===== src/rtl/core/rwsa_pkg.sv =====
// Shared types and constants of the receive window with selective ack.
// Used by the channel interfaces, the shared adder and the top level.
package rwsa_pkg;

  // Sequence numbers, times and the ack bitmap fields are all 32 bits wide.
  localparam int unsigned SeqW       = 32;
  localparam int unsigned DelayW     = 16;

  // Number of sequence numbers above the gap that are tracked in the bitmap.
  localparam int unsigned AckWindow  = 32;
  localparam int unsigned IdxW       = $clog2(AckWindow);

  localparam logic [DelayW-1:0] AckDelayReset = 16'd25;

  typedef enum logic [1:0] {
    OpDatagram  = 2'd0,
    OpTick      = 2'd1,
    OpPiggyback = 2'd2,
    OpUnused    = 2'd3
  } rwsa_op_e;

  // Request to the shared 32-bit add/subtract unit.
  typedef struct packed {
    logic [SeqW-1:0] a;
    logic [SeqW-1:0] b;
    logic            sub;
  } alu_req_t;

  // Result of the shared unit; borrow is set when a subtract goes below zero.
  typedef struct packed {
    logic [SeqW-1:0] res;
    logic            borrow;
  } alu_rsp_t;

endpackage


===== src/rtl/core/rwsa_in_if.sv =====
// Input channel of the receive window: valid/ready handshake and one input item.
// Depends on rwsa_pkg for the field widths.
interface rwsa_in_if;
  logic                       valid;
  logic                       ready;
  logic [1:0]                 opcode;
  logic [rwsa_pkg::SeqW-1:0]  seq;
  logic                       unordered;
  logic [rwsa_pkg::SeqW-1:0]  now_ms;

  modport source (output valid, output opcode, output seq, output unordered,
                  output now_ms, input ready);
  modport sink   (input valid, input opcode, input seq, input unordered,
                  input now_ms, output ready);
endinterface


===== src/rtl/core/rwsa_out_if.sv =====
// Result channel of the receive window: valid/ready handshake and one result item.
// Depends on rwsa_pkg for the field widths.
interface rwsa_out_if;
  logic                       valid;
  logic                       ready;
  logic                       is_new;
  logic                       is_duplicate;
  logic                       beyond_window;
  logic                       deliver_now;
  logic [rwsa_pkg::SeqW-1:0]  release_below;
  logic                       ack_valid;
  logic                       ack_standalone;
  logic [rwsa_pkg::SeqW-1:0]  ack_base;
  logic [rwsa_pkg::SeqW-1:0]  ack_bits;

  modport source (output valid, output is_new, output is_duplicate,
                  output beyond_window, output deliver_now, output release_below,
                  output ack_valid, output ack_standalone, output ack_base,
                  output ack_bits, input ready);
  modport sink   (input valid, input is_new, input is_duplicate,
                  input beyond_window, input deliver_now, input release_below,
                  input ack_valid, input ack_standalone, input ack_base,
                  input ack_bits, output ready);
endinterface


===== src/rtl/core/rwsa_addsub.sv =====
// Shared 32-bit add/subtract unit of the receive window sequencer.
// Depends on rwsa_pkg for the request and response types.
module rwsa_addsub (
  input  rwsa_pkg::alu_req_t req_i,
  output rwsa_pkg::alu_rsp_t rsp_o
);
  import rwsa_pkg::*;

  logic [SeqW:0] full;

  // One adder serves both directions; the extra top bit carries the borrow.
  always_comb begin
    if (req_i.sub) begin
      full = {1'b0, req_i.a} - {1'b0, req_i.b};
    end else begin
      full = {1'b0, req_i.a} + {1'b0, req_i.b};
    end
    rsp_o.res    = full[SeqW-1:0];
    rsp_o.borrow = req_i.sub & full[SeqW];
  end

endmodule


===== src/rtl/core/receive_window_selective_ack.sv =====
// Receive window with selective ack: one item at a time under a small sequencer.
// Each accepted item runs through StDiff, StClass and StDone, where its result
// goes into the output register; an in-order datagram also runs StAdv, which
// steps the shared 32-bit adder through consecutive numbers one per cycle.
// A new item is accepted only after the last has left StDone for StIdle.
// Reset (async, active low) clears the window, drops any pending ack, sets delay 25.
module receive_window_selective_ack (
  input  logic                        clk_i,
  input  logic                        rst_ni,
  input  logic                        cfg_we_i,
  input  logic [rwsa_pkg::DelayW-1:0] cfg_data_i,
  rwsa_in_if.sink                     in_i,
  rwsa_out_if.source                  out_o
);
  import rwsa_pkg::*;

  // The sequencer walks each item through these steps. StDiff runs the one
  // subtract an item needs (seq minus next expected, or the age of the pending
  // ack). StClass decides from that difference. StAdv steps next expected up
  // by one per cycle while the bitmap shows consecutive received numbers.
  // StDone hands the result to the output register once it is free.
  typedef enum logic [2:0] {
    StIdle,
    StDiff,
    StClass,
    StAdv,
    StDone
  } state_e;

  state_e state_q, state_d;

  // Architectural state of the receive window.
  logic [SeqW-1:0]      next_exp_q, next_exp_d;
  logic [AckWindow-1:0] bitmap_q, bitmap_d;
  logic                 ack_wait_q, ack_wait_d;
  logic [SeqW-1:0]      wait_start_q, wait_start_d;
  logic [DelayW-1:0]    delay_q, delay_d;

  // The item being worked on.
  rwsa_op_e             op_q, op_d;
  logic [SeqW-1:0]      seq_q, seq_d;
  logic                 unord_q, unord_d;
  logic [SeqW-1:0]      now_q, now_d;
  logic [SeqW-1:0]      diff_q, diff_d;
  logic                 borrow_q, borrow_d;

  // Working result flags, built up while the item runs.
  logic                 new_q, new_d;
  logic                 dup_q, dup_d;
  logic                 beyond_q, beyond_d;
  logic                 ackv_q, ackv_d;
  logic                 stand_q, stand_d;
  logic [SeqW-1:0]      base_q, base_d;
  logic [SeqW-1:0]      bits_q, bits_d;

  // Output register; it lets the next item start while a result waits.
  logic                 ovalid_q, ovalid_d;
  logic                 onew_q, onew_d;
  logic                 odup_q, odup_d;
  logic                 obeyond_q, obeyond_d;
  logic                 odeliver_q, odeliver_d;
  logic [SeqW-1:0]      orelease_q, orelease_d;
  logic                 oackv_q, oackv_d;
  logic                 ostand_q, ostand_d;
  logic [SeqW-1:0]      obase_q, obase_d;
  logic [SeqW-1:0]      obits_q, obits_d;

  alu_req_t             alu_req;
  alu_rsp_t             alu_rsp;

  logic [IdxW-1:0]          slot_idx;
  logic [AckWindow+SeqW-1:0] bitmap_ext;

  rwsa_addsub u_addsub (
    .req_i (alu_req),
    .rsp_o (alu_rsp)
  );

  // A received number d above next expected lives in bitmap slot d-1. Only
  // the low index bits are needed, since the slot is used only for d in range.
  assign slot_idx   = IdxW'(diff_q[IdxW-1:0] - IdxW'(1));
  // The ack reports the low 32 bitmap bits, zero filled for a narrower window.
  assign bitmap_ext = {{SeqW{1'b0}}, bitmap_q};

  assign in_i.ready = (state_q == StIdle);

  always_comb begin
    state_d      = state_q;
    next_exp_d   = next_exp_q;
    bitmap_d     = bitmap_q;
    ack_wait_d   = ack_wait_q;
    wait_start_d = wait_start_q;
    delay_d      = delay_q;
    op_d         = op_q;
    seq_d        = seq_q;
    unord_d      = unord_q;
    now_d        = now_q;
    diff_d       = diff_q;
    borrow_d     = borrow_q;
    new_d        = new_q;
    dup_d        = dup_q;
    beyond_d     = beyond_q;
    ackv_d       = ackv_q;
    stand_d      = stand_q;
    base_d       = base_q;
    bits_d       = bits_q;
    ovalid_d     = ovalid_q;
    onew_d       = onew_q;
    odup_d       = odup_q;
    obeyond_d    = obeyond_q;
    odeliver_d   = odeliver_q;
    orelease_d   = orelease_q;
    oackv_d      = oackv_q;
    ostand_d     = ostand_q;
    obase_d      = obase_q;
    obits_d      = obits_q;

    // The adder idles on the advance increment unless a step needs it.
    alu_req.a   = next_exp_q;
    alu_req.b   = SeqW'(1);
    alu_req.sub = 1'b0;

    if (cfg_we_i) begin
      delay_d = cfg_data_i;
    end

    if (ovalid_q && out_o.ready) begin
      ovalid_d = 1'b0;
    end

    unique case (state_q)
      StIdle: begin
        if (in_i.valid) begin
          op_d     = rwsa_op_e'(in_i.opcode);
          seq_d    = in_i.seq;
          unord_d  = in_i.unordered;
          now_d    = in_i.now_ms;
          new_d    = 1'b0;
          dup_d    = 1'b0;
          beyond_d = 1'b0;
          ackv_d   = 1'b0;
          stand_d  = 1'b0;
          base_d   = '0;
          bits_d   = '0;
          state_d  = StDiff;
        end
      end

      StDiff: begin
        if (op_q == OpTick) begin
          alu_req.a = now_q;
          alu_req.b = wait_start_q;
        end else begin
          alu_req.a = seq_q;
          alu_req.b = next_exp_q;
        end
        alu_req.sub = 1'b1;
        diff_d      = alu_rsp.res;
        borrow_d    = alu_rsp.borrow;
        // Every received datagram makes an ack pending; the wait starts with
        // the first one.
        if (op_q == OpDatagram) begin
          if (!ack_wait_q) begin
            wait_start_d = now_q;
          end
          ack_wait_d = 1'b1;
        end
        state_d = StClass;
      end

      StClass: begin
        state_d = StDone;
        unique case (op_q)
          OpDatagram: begin
            // A plain unsigned compare: numbers below next expected are old.
            if (borrow_q) begin
              dup_d = 1'b1;
            end else if (diff_q == '0) begin
              new_d   = 1'b1;
              state_d = StAdv;
            end else if (diff_q <= SeqW'(AckWindow)) begin
              if (bitmap_q[slot_idx]) begin
                dup_d = 1'b1;
              end else begin
                bitmap_d[slot_idx] = 1'b1;
                new_d              = 1'b1;
              end
            end else begin
              beyond_d = 1'b1;
            end
          end
          OpTick: begin
            // Standalone ack once the pending one has waited long enough.
            if (ack_wait_q && (diff_q >= {{(SeqW-DelayW){1'b0}}, delay_q})) begin
              ackv_d     = 1'b1;
              stand_d    = 1'b1;
              base_d     = next_exp_q;
              bits_d     = bitmap_ext[SeqW-1:0];
              ack_wait_d = 1'b0;
            end
          end
          OpPiggyback: begin
            if (ack_wait_q) begin
              ackv_d     = 1'b1;
              base_d     = next_exp_q;
              bits_d     = bitmap_ext[SeqW-1:0];
              ack_wait_d = 1'b0;
            end
          end
          OpUnused: begin
          end
        endcase
      end

      StAdv: begin
        // The gap is filled: move past it and past every consecutive number
        // already held in the bitmap, one per cycle.
        next_exp_d = alu_rsp.res;
        bitmap_d   = bitmap_q >> 1;
        if (!bitmap_q[0]) begin
          state_d = StDone;
        end
      end

      StDone: begin
        if (!ovalid_q || out_o.ready) begin
          ovalid_d   = 1'b1;
          onew_d     = new_q;
          odup_d     = dup_q;
          obeyond_d  = beyond_q;
          odeliver_d = new_q & unord_q;
          orelease_d = next_exp_q;
          oackv_d    = ackv_q;
          ostand_d   = stand_q;
          obase_d    = base_q;
          obits_d    = bits_q;
          state_d    = StIdle;
        end
      end

      default: begin
        state_d = StIdle;
      end
    endcase
  end

  always_ff @(posedge clk_i or negedge rst_ni) begin
    if (!rst_ni) begin
      state_q      <= StIdle;
      next_exp_q   <= '0;
      bitmap_q     <= '0;
      ack_wait_q   <= 1'b0;
      wait_start_q <= '0;
      delay_q      <= AckDelayReset;
      op_q         <= OpDatagram;
      seq_q        <= '0;
      unord_q      <= 1'b0;
      now_q        <= '0;
      diff_q       <= '0;
      borrow_q     <= 1'b0;
      new_q        <= 1'b0;
      dup_q        <= 1'b0;
      beyond_q     <= 1'b0;
      ackv_q       <= 1'b0;
      stand_q      <= 1'b0;
      base_q       <= '0;
      bits_q       <= '0;
      ovalid_q     <= 1'b0;
      onew_q       <= 1'b0;
      odup_q       <= 1'b0;
      obeyond_q    <= 1'b0;
      odeliver_q   <= 1'b0;
      orelease_q   <= '0;
      oackv_q      <= 1'b0;
      ostand_q     <= 1'b0;
      obase_q      <= '0;
      obits_q      <= '0;
    end else begin
      state_q      <= state_d;
      next_exp_q   <= next_exp_d;
      bitmap_q     <= bitmap_d;
      ack_wait_q   <= ack_wait_d;
      wait_start_q <= wait_start_d;
      delay_q      <= delay_d;
      op_q         <= op_d;
      seq_q        <= seq_d;
      unord_q      <= unord_d;
      now_q        <= now_d;
      diff_q       <= diff_d;
      borrow_q     <= borrow_d;
      new_q        <= new_d;
      dup_q        <= dup_d;
      beyond_q     <= beyond_d;
      ackv_q       <= ackv_d;
      stand_q      <= stand_d;
      base_q       <= base_d;
      bits_q       <= bits_d;
      ovalid_q     <= ovalid_d;
      onew_q       <= onew_d;
      odup_q       <= odup_d;
      obeyond_q    <= obeyond_d;
      odeliver_q   <= odeliver_d;
      orelease_q   <= orelease_d;
      oackv_q      <= oackv_d;
      ostand_q     <= ostand_d;
      obase_q      <= obase_d;
      obits_q      <= obits_d;
    end
  end

  assign out_o.valid          = ovalid_q;
  assign out_o.is_new         = onew_q;
  assign out_o.is_duplicate   = odup_q;
  assign out_o.beyond_window  = obeyond_q;
  assign out_o.deliver_now    = odeliver_q;
  assign out_o.release_below  = orelease_q;
  assign out_o.ack_valid      = oackv_q;
  assign out_o.ack_standalone = ostand_q;
  assign out_o.ack_base       = obase_q;
  assign out_o.ack_bits       = obits_q;

endmodule

===== src/flat_wrapper.sv =====
// flat-port wrapper written by rule: the top's interface ports become plain ports
module receive_window_selective_ack_flat import rwsa_pkg::*;
  (clk_i, rst_ni, cfg_we_i, cfg_data_i, in_i_valid, in_i_opcode, in_i_seq, in_i_unordered, in_i_now_ms, in_i_ready, out_o_valid, out_o_is_new, out_o_is_duplicate, out_o_beyond_window, out_o_deliver_now, out_o_release_below, out_o_ack_valid, out_o_ack_standalone, out_o_ack_base, out_o_ack_bits, out_o_ready);
  rwsa_in_if in_i_i ();
  rwsa_out_if out_o_i ();
  input  logic clk_i;
  input  logic rst_ni;
  input  logic cfg_we_i;
  input  logic [rwsa_pkg::DelayW-1:0] cfg_data_i;
  input wire logic [$bits(in_i_i.valid)-1:0] in_i_valid;
  input wire logic [$bits(in_i_i.opcode)-1:0] in_i_opcode;
  input wire logic [$bits(in_i_i.seq)-1:0] in_i_seq;
  input wire logic [$bits(in_i_i.unordered)-1:0] in_i_unordered;
  input wire logic [$bits(in_i_i.now_ms)-1:0] in_i_now_ms;
  output wire logic [$bits(in_i_i.ready)-1:0] in_i_ready;
  output wire logic [$bits(out_o_i.valid)-1:0] out_o_valid;
  output wire logic [$bits(out_o_i.is_new)-1:0] out_o_is_new;
  output wire logic [$bits(out_o_i.is_duplicate)-1:0] out_o_is_duplicate;
  output wire logic [$bits(out_o_i.beyond_window)-1:0] out_o_beyond_window;
  output wire logic [$bits(out_o_i.deliver_now)-1:0] out_o_deliver_now;
  output wire logic [$bits(out_o_i.release_below)-1:0] out_o_release_below;
  output wire logic [$bits(out_o_i.ack_valid)-1:0] out_o_ack_valid;
  output wire logic [$bits(out_o_i.ack_standalone)-1:0] out_o_ack_standalone;
  output wire logic [$bits(out_o_i.ack_base)-1:0] out_o_ack_base;
  output wire logic [$bits(out_o_i.ack_bits)-1:0] out_o_ack_bits;
  input wire logic [$bits(out_o_i.ready)-1:0] out_o_ready;
  assign in_i_i.valid = in_i_valid;
  assign in_i_i.opcode = in_i_opcode;
  assign in_i_i.seq = in_i_seq;
  assign in_i_i.unordered = in_i_unordered;
  assign in_i_i.now_ms = in_i_now_ms;
  assign in_i_ready = in_i_i.ready;
  assign out_o_valid = out_o_i.valid;
  assign out_o_is_new = out_o_i.is_new;
  assign out_o_is_duplicate = out_o_i.is_duplicate;
  assign out_o_beyond_window = out_o_i.beyond_window;
  assign out_o_deliver_now = out_o_i.deliver_now;
  assign out_o_release_below = out_o_i.release_below;
  assign out_o_ack_valid = out_o_i.ack_valid;
  assign out_o_ack_standalone = out_o_i.ack_standalone;
  assign out_o_ack_base = out_o_i.ack_base;
  assign out_o_ack_bits = out_o_i.ack_bits;
  assign out_o_i.ready = out_o_ready;
  receive_window_selective_ack u_core (.clk_i(clk_i), .rst_ni(rst_ni), .cfg_we_i(cfg_we_i), .cfg_data_i(cfg_data_i), .in_i(in_i_i), .out_o(out_o_i));
endmodule

===== config.mk =====
export PLATFORM = sky130hd
export DESIGN_NAME = receive_window_selective_ack_flat
export DESIGN_NICKNAME = d
export VERILOG_FILES = /design/src/rtl/core/rwsa_pkg.sv /design/src/rtl/core/rwsa_in_if.sv /design/src/rtl/core/rwsa_out_if.sv /design/src/rtl/core/rwsa_addsub.sv /design/src/rtl/core/receive_window_selective_ack.sv /design/src/flat_wrapper.sv
export SDC_FILE = /design/constraint.sdc
export NUM_CORES = 1
export LEC_CHECK = 0
export ABC_CLOCK_PERIOD_IN_PS = 3800
export BUFFER_PORTS_ARGS = -buffer_cell sky130_fd_sc_hd__buf_2
export CAP_MARGIN = 20
export CORE_ASPECT_RATIO = 1.25
export CORE_MARGIN = 2
export CORE_UTILIZATION = 54
export CTS_CLUSTER_DIAMETER = 50
export CTS_CLUSTER_SIZE = 24
export DETAILED_ROUTE_END_ITERATION = 10
export GPL_TIMING_DRIVEN = 0
export HOLD_SLACK_MARGIN = 0.03
export PLACE_DENSITY = 0.86
export SLEW_MARGIN = 20
export SYNTH_ARGS = -nofsm -noshare
export SYNTH_HDL_FRONTEND = slang
export SYNTH_SLANG_ARGS = --single-unit

===== constraint.sdc =====
create_clock -name clk_i -period 3.8 [get_ports clk_i]
set_input_delay 0.19 -clock clk_i [delete_from_list [all_inputs] [get_ports clk_i]]
set_output_delay 0.19 -clock clk_i [all_outputs]
set_load 0.02 [all_outputs]

==> results of run 1 <==
## registers in the layout, indices dropped and copies added, names as in the netlist, 2 cells and up
signal	cells
u_core.op_q	2
u_core.out_o.ack_base	32
u_core.wait_start_q	32
u_core.delay_q	16
u_core.seq_q	32
u_core.base_q	32
u_core.state_q	3
u_core.out_o.ack_bits	32
u_core.now_q	32
u_core.bitmap_q	32
u_core.diff_q	32
u_core.next_exp_q	32
u_core.out_o.release_below	32
u_core.bits_q	32
## cell families (layout without fill, tap and decap cells)
kind of cell	count (synthesis)	in the layout	synth area share, %
xor gates and xnor gates	27	27	1.29
muxes	163	163	10.0
DFF	388	388	51.2
buffers and inverters	158	522	3.33
AOI/OAI and AO/OA	412	412	15.6
and+or+nand+nor	668	668	15.0
adders and majority gates	53	53	3.54
## layout make-up
cell class / instances / area share (%)
Timing Repair Buffer: 312 / 9.36
Clock buffer: 33 / 3.42
Clock inverter: 25 / 1.60
Buffer: 121 / 2.63
Multi-Input combinational cell: 1323 / 38.1
Inverter: 31 / 0.501
Sequential cell: 388 / 41.8
Tap cell: 468 / 2.52
## critical path: stages (launching register included)
cell and delay, ns:
dfrtp_1 0.35, buf_6 0.10, or3b_4 0.41, clkbuf_16 0.17, clkbuf_8 0.16, a21oi_2 0.15, ha_2 0.20, inv_2 0.04
fa_2 0.38, a211o_2 0.30, o211ai_1 0.16, a211oi_2 0.17, a31oi_2 0.29, o21ai_2 0.11, a31oi_4 0.24, nor4_1 0.08
or3_1 0.36
## worst max-delay path by stage
| stage | to | start | slack (ns) |
|---|---|---|---|
| final | u_core.next_exp_q[24] | u_core.state_q[0] | -0.006 |
| after global routing | u_core.next_exp_q[24] | u_core.state_q[0] | -0.11 |
| after CTS | u_core.next_exp_q[24] | u_core.state_q[1] | 0.003 |
| after detailed placement | u_core.next_exp_q[31] | u_core.state_q[1] | -1.20 |
| after global placement | u_core.seq_q[15] | rst_ni | -4.51 |
| after floorplan | u_core.diff_q[24] | u_core.state_q[1] | 0.01 |
## synthesized netlist by cell type, types with 4 or more instances
cell and instances:
dfrtp_1 385, a221o_1 65, nor2_1 95, nand4_1 9
clkbuf_1 94, o21ai_0 97, o21ai_1 16, buf_1 14
nor4_1 10, nand3b_1 4, o21a_1 8, xor2_1 10
a21o_1 20, ha_1 52, or3_1 4, nor3_1 11
o31ai_1 7, nor2b_1 5, and3_1 35, a21oi_1 35
mux2_2 135, mux4_2 8, a22o_1 64, inv_1 31
mux2i_1 20, nand3_1 11, nand2_1 451, o211ai_1 5
a31oi_1 38, xnor2_1 16, buf_2 15, o22ai_1 20
a211oi_1 5, nand2b_1 12
## cell usage in the layout (no fill, tap or decap), types with 64 or more instances in the layout
master	netlist	layout
a221o_1	65	65
a22o_1	64	64
buf_2	15	205
clkbuf_1	94	65
dfrtp_1	385	382
dlygate4sd3_1	0	86
mux2_2	135	135
nand2_1	451	451
nor2_1	95	93
o21ai_0	97	87
## report_power, final
| group | internal, mW | leakage (nW) | total [mW] | switching, mW |
|---|---|---|---|---|
| Sequential | 5.54 | 5.04 | 7.06 | 1.52 |
| Combinational | 3.85 | 5.95 | 9.67 | 5.82 |
| Clock | 1.74 | 0.559 | 3.58 | 1.84 |
## layer usage
| layer | vias up | track usage [%] | routed length [µm] |
|---|---|---|---|
| li1 | 7314 | - | - |
| met2 | 804 | 51.6 | 27500 |
| met3 | 192 | 3.93 | 4170 |
| met1 | 7961 | 37.6 | 21300 |
| met5 | - | 0 | 0 |
| met4 | 0 | 18.1 | 3560 |
## stage by stage
| step | util, % | cells | total power, mW |
|---|---|---|---|
| 2_1_floorplan | - | 1869 | 12.8 |
| 4_1_cts | 66.6 | 2689 | 19.7 |
| 6_report | 67.3 | 2701 | 20.3 |
| 3_5_place_dp | 59.9 | 2532 | 15.7 |
| 3_3_place_gp | 59.6 | 2528 | 15.3 |
| 5_1_grt | 67.3 | 2701 | 21.4 |
## repair_timing
| action | CTS | global route |
|---|---|---|
| endpoints found under the hold margin | 192 | 0 |
| setup buffers | 18 | 13 |
| setup endpoints to repair | 57 | 65 |
| gates resized for setup | 59 | 55 |
| pin swaps | 12 | 24 |
| hold buffers | 86 | 0 |
==> impl_results.rst, run 1 <==
.. list-table::
   :header-rows: 1

   * - Metric
     - Value
   * - Sum of negative setup slack
     - -0.0104 ns
   * - Synth Area per Inst
     - a little over 10 µm²
   * - Starting utilization of the core area
     - 54.9%
   * - Count of cell types in the netlist
     - a little under 80
   * - Result of the run
     - finished, violations left
   * - Kind of path behind the tightest hold check
     - primary input to async pin
   * - Share of synthesized registers carrying an async set or reset
     - 100%
   * - Placed Area
     - 20700 µm²
   * - Clk Tree Root Cell
     - clkbuf_16
   * - Buffer depth of the longest clock path
     - 3
   * - Primary flip-flop cell chosen by synthesis mapping
     - dfrtp_1
   * - Total global routing overflow
     - 0
   * - Die Area
     - about 37000 µm²
   * - Leading cell types by total area after synthesis
     - dfrtp_1, nand2_1, mux2_2, a221o_1, ha_1
   * - Average vias per placed instance
     - 6.02
   * - Top cell type's share of synthesized area
     - 50.8%
   * - Horizontal extent of the die
     - 172 µm
   * - DRC viols
     - 0
   * - Final layout net count
     - 2349
   * - Transition time of the tightest slew-check pin
     - between 0.9 and 1 ns
   * - Register cell area after layout
     - 9720 µm²
   * - Capturing element type of the critical path
     - flip-flop
   * - RSZ-0062 raised after global routing
     - yes
   * - Final RePlAce weighted congestion
     - ~1
   * - DIE HEIGHT
     - around 210 µm
   * - Minimum clock period after layout
     - between 3 and 4 ns
   * - Post-synth net total
     - 2010
   * - Global-route wire length before repair
     - between 80000 and 90000 µm
   * - Clock Sinks
     - 388
   * - Number of enable flip-flop cells after synthesis
     - 0
   * - Clock latency on the worst-skew pair
     - roughly 0.63 ns
   * - Critical path type
     - flip-flop to flip-flop
   * - Setup slack at placement
     - -1.20 ns
   * - Number of H-tree levels
     - 1
   * - Critical register-to-register path endpoint
     - u_core.next_exp_q[24]
   * - Post-Syn Instances
     - between 1500 and 2000
   * - Final Hold Fails
     - 0
   * - R2R setup slack
     - -0.006 ns
   * - Portion of the clock cycle consumed by the worst path in the final layout
     - 100%
   * - Final design area excluding fillers
     - around 23000 µm²
   * - Static Leak
     - around 12 nW
   * - Reported max-cap violation count
     - 0
   * - Diode insertion count for antenna repair
     - 0
   * - Cell Area, Synth
     - 19000 µm²
   * - Sequential-to-total area share from yosys stat
     - between 50% and 60%
   * - Top cell type by total area after synthesis
     - dfrtp_1
   * - Finish-stage setup viols
     - 2
   * - Initial antenna violation count
     - 0
   * - DR iter-0 viols
     - approximately 1500
   * - Area of the multi-input gates
     - around 8900 µm²
   * - Placed wire-length estimate
     - ~40000 µm
   * - Routed via count
     - ~16000
   * - Peak supply drop
     - ~520 µV
   * - Number of buffers inserted during clock tree synthesis
     - 31
   * - Top Ports
     - 192
   * - Total power density per cell area
     - a little under 900 nW/µm²
   * - Required @ worst endpoint
     - between 4 and 5 ns
   * - Antenna violation net count after detailed routing
     - 0
   * - Slew margin rel.
     - 34.0%
   * - Fraction of layout cells with a size suffix above 1
     - approximately 24%
   * - CP Launch Type
     - flip-flop
   * - Least setup slack across all paths after layout
     - -0.00579 ns
   * - CP max FO
     - 10
   * - Port Buffers
     - about 190
   * - Total Routed Length
     - around 57000 µm
   * - Clock transition time at the flip-flop clock pins of the worst setup and hold paths
     - 0.09 ns
   * - Number of filler instances in the final layout
     - ~2500
   * - Crit Reg-Reg Startpoint
     - u_core.state_q[0]
   * - FF+latch count, synth
     - between 300 and 400
   * - Total track usage
     - just over 30%
   * - Number of warning messages in the yosys log
     - 0
   * - Clock tree from TritonCTS
     - built
   * - Std-Cell Core Area
     - 34500 µm²
   * - Syn-to-layout area delta
     - 22.4%
   * - Wire per inst
     - between 20 and 25 µm
   * - Via count of the first global-routing pass
     - between 15000 and 20000
   * - Number of pins exceeding their max-slew limit in the final report
     - 0
   * - Clock skew
     - 0.0491 ns
   * - Tightest hold margin
     - between 0.04 and 0.05 ns
   * - Cells on worst reg2reg path
     - 16
   * - Number of core rows
     - 76
   * - Top achievable clock speed
     - approximately 0.26 GHz
   * - First-pass DRT Iterations
     - 6
   * - Maximum number of pins on one net before global-route repair
     - approximately 110
   * - Violated checks
     - setup timing
   * - Data arrival, critical path
     - between 4 and 5 ns
No activity file was read; power rests on OpenSTA's default activity.
==> run 2: changes to the inputs <==
ABC_CLOCK_PERIOD_IN_PS = 4030   (was 3800)
CORE_UTILIZATION = 55   (was 54)
PLACE_DENSITY = 0.84   (was 0.86)
clock period = 4.03 ns   (was 3.8 ns; I/O delays follow)
==> impl_results.rst, run 2 (synthesized netlist as in run 1, its figures left out) <==
.. list-table::
   :header-rows: 1

   * - Metric
     - Value
   * - Clock Sinks
     - 388 (unchanged)
   * - Static Leak
     - 11.3 nW (-2.1%)
   * - Diode insertion count for antenna repair
     - 0 (unchanged)
   * - Transition time of the tightest slew-check pin
     - 0.900 ns (-0.0904 ns)
   * - Clk Tree Root Cell
     - clkbuf_16
   * - First-pass DRT Iterations
     - 5 (-1)
   * - Horizontal extent of the die
     - 170 µm (-0.89%)
   * - Number of buffers inserted during clock tree synthesis
     - 28 (-9.7%)
   * - Leading cell type in the layout, fill and taps excluded
     - nand2_1
   * - Total power density per cell area
     - 806 nW/µm² (-7.8%)
   * - Total global routing overflow
     - 0 (unchanged)
   * - Worst Hold Launch
     - cfg_we_i
   * - Capturing element type of the critical path
     - flip-flop
   * - Buffer depth of the longest clock path
     - 3 (unchanged)
   * - Area of the multi-input gates
     - 8780 µm² (-0.83%)
   * - Crit Reg-Reg Startpoint
     - u_core.state_q[1]
   * - Number of filler instances in the final layout
     - 2561 (+2.4%)
   * - Initial antenna violation count
     - 0 (unchanged)
   * - Final layout net count
     - 2329 (-0.85%)
   * - Minimum clock period after layout
     - 3.85 ns (+0.0484 ns)
   * - Total track usage
     - 30.9% (+0.37 points)
   * - Routed via count
     - 16069 (-1.2%)
   * - Final RePlAce weighted congestion
     - 0.952 (-2.0%)
   * - Average vias per placed instance
     - 6.09 (+1.1%)
   * - Fraction of layout cells with a size suffix above 1
     - 22.3% (-1.9 points)
   * - Maximum number of pins on one net before global-route repair
     - 108 (+2.9%)
   * - Required @ worst endpoint
     - 4.49 ns (+0.21 ns)
   * - Critical path type
     - flip-flop to flip-flop
   * - Finish-stage setup viols
     - 0 (-2)
   * - Final design area excluding fillers
     - 22700 µm² (-2.4%)
   * - CP max FO
     - 10 (unchanged)
   * - CP Launch Type
     - flip-flop
   * - DRC viols
     - 0 (unchanged)
   * - Kind of path behind the tightest hold check
     - primary input to flip-flop
   * - Clock transition time at the flip-flop clock pins of the worst setup and hold paths
     - 0.09 ns (about the same)
   * - Number of core rows
     - 76 (unchanged)
   * - Post-layout power
     - 18.3 mW (-9.9%)
   * - Top Ports
     - 192 (unchanged)
   * - Via count of the first global-routing pass
     - 16035 (-1.2%)
   * - Most frequent cells in the layout
     - nand2_1, dfrtp_1, buf_2
   * - Worst setup startpoint
     - u_core.state_q[1]
   * - Global-route wire length before repair
     - 86700 µm (-0.41%)
   * - Number of H-tree levels
     - 1 (unchanged)
   * - Share of power burned in the clock network
     - 16.1% (-1.5 points)
   * - Antenna violation net count after detailed routing
     - 0 (unchanged)
   * - Clock skew
     - 0.0217 ns (-0.0274 ns)
   * - DIE HEIGHT
     - 212 µm (-0.90%)
   * - Std-Cell Core Area
     - 34200 µm² (-0.83%)
   * - Port Buffers
     - 191 (unchanged)
   * - Placed wire-length estimate
     - 40600 µm (+0.55%)
   * - Number of pins exceeding their max-slew limit in the final report
     - 0 (unchanged)
   * - Internal Power
     - 10.0 mW (-10%)
   * - Data arrival, critical path
     - 4.32 ns (+0.03 ns)
   * - Peak supply drop
     - 492 µV (-4.7%)
   * - Relative contribution of combinational cells to total power
     - 47.4% (-0.2 points)
   * - Top achievable clock speed
     - 0.259 GHz (-1.3%)
   * - Slew margin rel.
     - 40.0% (+6.0 points)
   * - Result of the run
     - finished, final reports clean
   * - Syn-to-layout area delta
     - 19.6%
   * - Clock latency on the worst-skew pair
     - 0.59 ns (-0.04 ns)
   * - Reported max-cap violation count
     - 0 (unchanged)
   * - Clock tree from TritonCTS
     - built
   * - DR iter-0 viols
     - 1492 (+0.20%)
   * - Total Routed Length
     - 55600 µm (-1.7%)
   * - Starting utilization of the core area
     - 55.4% (+0.46 points)
   * - Switching power as a share of total power
     - 45.2% (about the same)
   * - Portion of the clock cycle consumed by the worst path in the final layout
     - 95.6% (-4.5 points)
   * - Final Hold Fails
     - 0 (unchanged)
   * - Wire per inst
     - 21.1 µm (+0.60%)
   * - Portion of total power attributed to sequential cells
     - 36.5% (+1.7 points)
   * - Switching component of the power
     - 8.27 mW (-9.9%)
   * - R2R setup slack
     - 0.18 ns (+0.18 ns)
   * - Die Area
     - 36000 µm² (-1.8%)
   * - Register cell area after layout
     - 9710 µm² (about the same)
   * - Placed Area
     - 20600 µm² (-0.50%)
[run 2: cell types whose count changed in the layout (fill, tap and decap cells not counted), sizes merged]
cell / delta
clkbuf: -2
buf: -16
bufinv: -1
clkinvlp: +1
inv: -3
clkinv: -2
[run 2: through the flow]
step / setup TNS [ns] / utilization, % / hold slack [ns] / instances / setup WS (ns)
4_1_cts: 0 / 65.8 / 0.118 / 2636 / 0.0000724
6_report: 0 / 66.2 / 0.139 / 2639 / 0.176
3_3_place_gp: -1693.62 / 59.8 / 0.392 / 2489 / -4.34
3_5_place_dp: -32.76 / 60.1 / 0.229 / 2492 / -1.09
2_1_floorplan: 0 / - / -0.0941 / 1869 / 0.0150
5_1_grt: -0.0499 / 66.2 / 0.197 / 2639 / -0.0280
[run 2: cell type report]
type,count,area share [%]
Clock buffer,32,3.20
Buffer,122,2.47
Inverter,31,0.513
Multi-Input combinational cell,1323,38.7
Tap cell,429,2.37
Timing Repair Buffer,294,8.90
Clock inverter,20,0.993
Sequential cell,388,42.8
[run 2: power by group through the flow]
| stage | clock network [mW] | logic (mW) | registers, mW |
|---|---|---|---|
| floorplan | 0 | 5.57 | 6.41 |
| global placement | 0 | 7.84 | 6.57 |
| detailed placement | 0 | 8.05 | 6.66 |
| CTS | 2.96 | 8.34 | 6.59 |
| global route | 3.12 | 9.48 | 6.79 |
| finish | 2.94 | 8.67 | 6.68 |
[run 2: repair_timing]
| action | 4_1_cts | 5_1_grt |
|---|---|---|
| buffers inserted | 9 | 5 |
| endpoints found under the hold margin | 163 | 0 |
| hold buffers | 86 | 0 |
| gates resized for setup | 38 | 44 |
| endpoints found under the setup margin | 54 | 36 |
| pin swaps | 7 | 9 |
[run 2: metal layers]
layer	GRT usage [%]	up-vias	wire length, µm
met5	0	-	0
met4	18.0	0	3260
met3	3.50	158	3630
met2	51.9	710	27300
met1	38.8	7919	21400
li1	-	7282	-
[run 2: final timing paths]
path                                       endpoint  cells after the start
setup / recovery              u_core.next_exp_q[24]                     14
hold / removal                    u_core.delay_q[4]                      4
setup reg to reg              u_core.next_exp_q[24]                     14
hold reg to reg                      u_core.unord_q                      2
max in group asynchronous          u_core.now_q[18]                      4
min in group asynchronous  u_core.out_o.ack_bits[2]                      2
[run 2: critical path, cell delays in order (launching register included)]
cell      delay, ns
dfrtp_1        0.40
clkbuf_2       0.21
nor3b_4        0.32
buf_6          0.20
clkbuf_2       0.28
a31oi_1        0.14
ha_1           0.40
a21o_1         0.18
a31oi_1        0.07
a211oi_2       0.35
a31oi_2        0.19
o21ai_2        0.21
a31oi_4        0.15
and4_2         0.26
or3_1          0.37
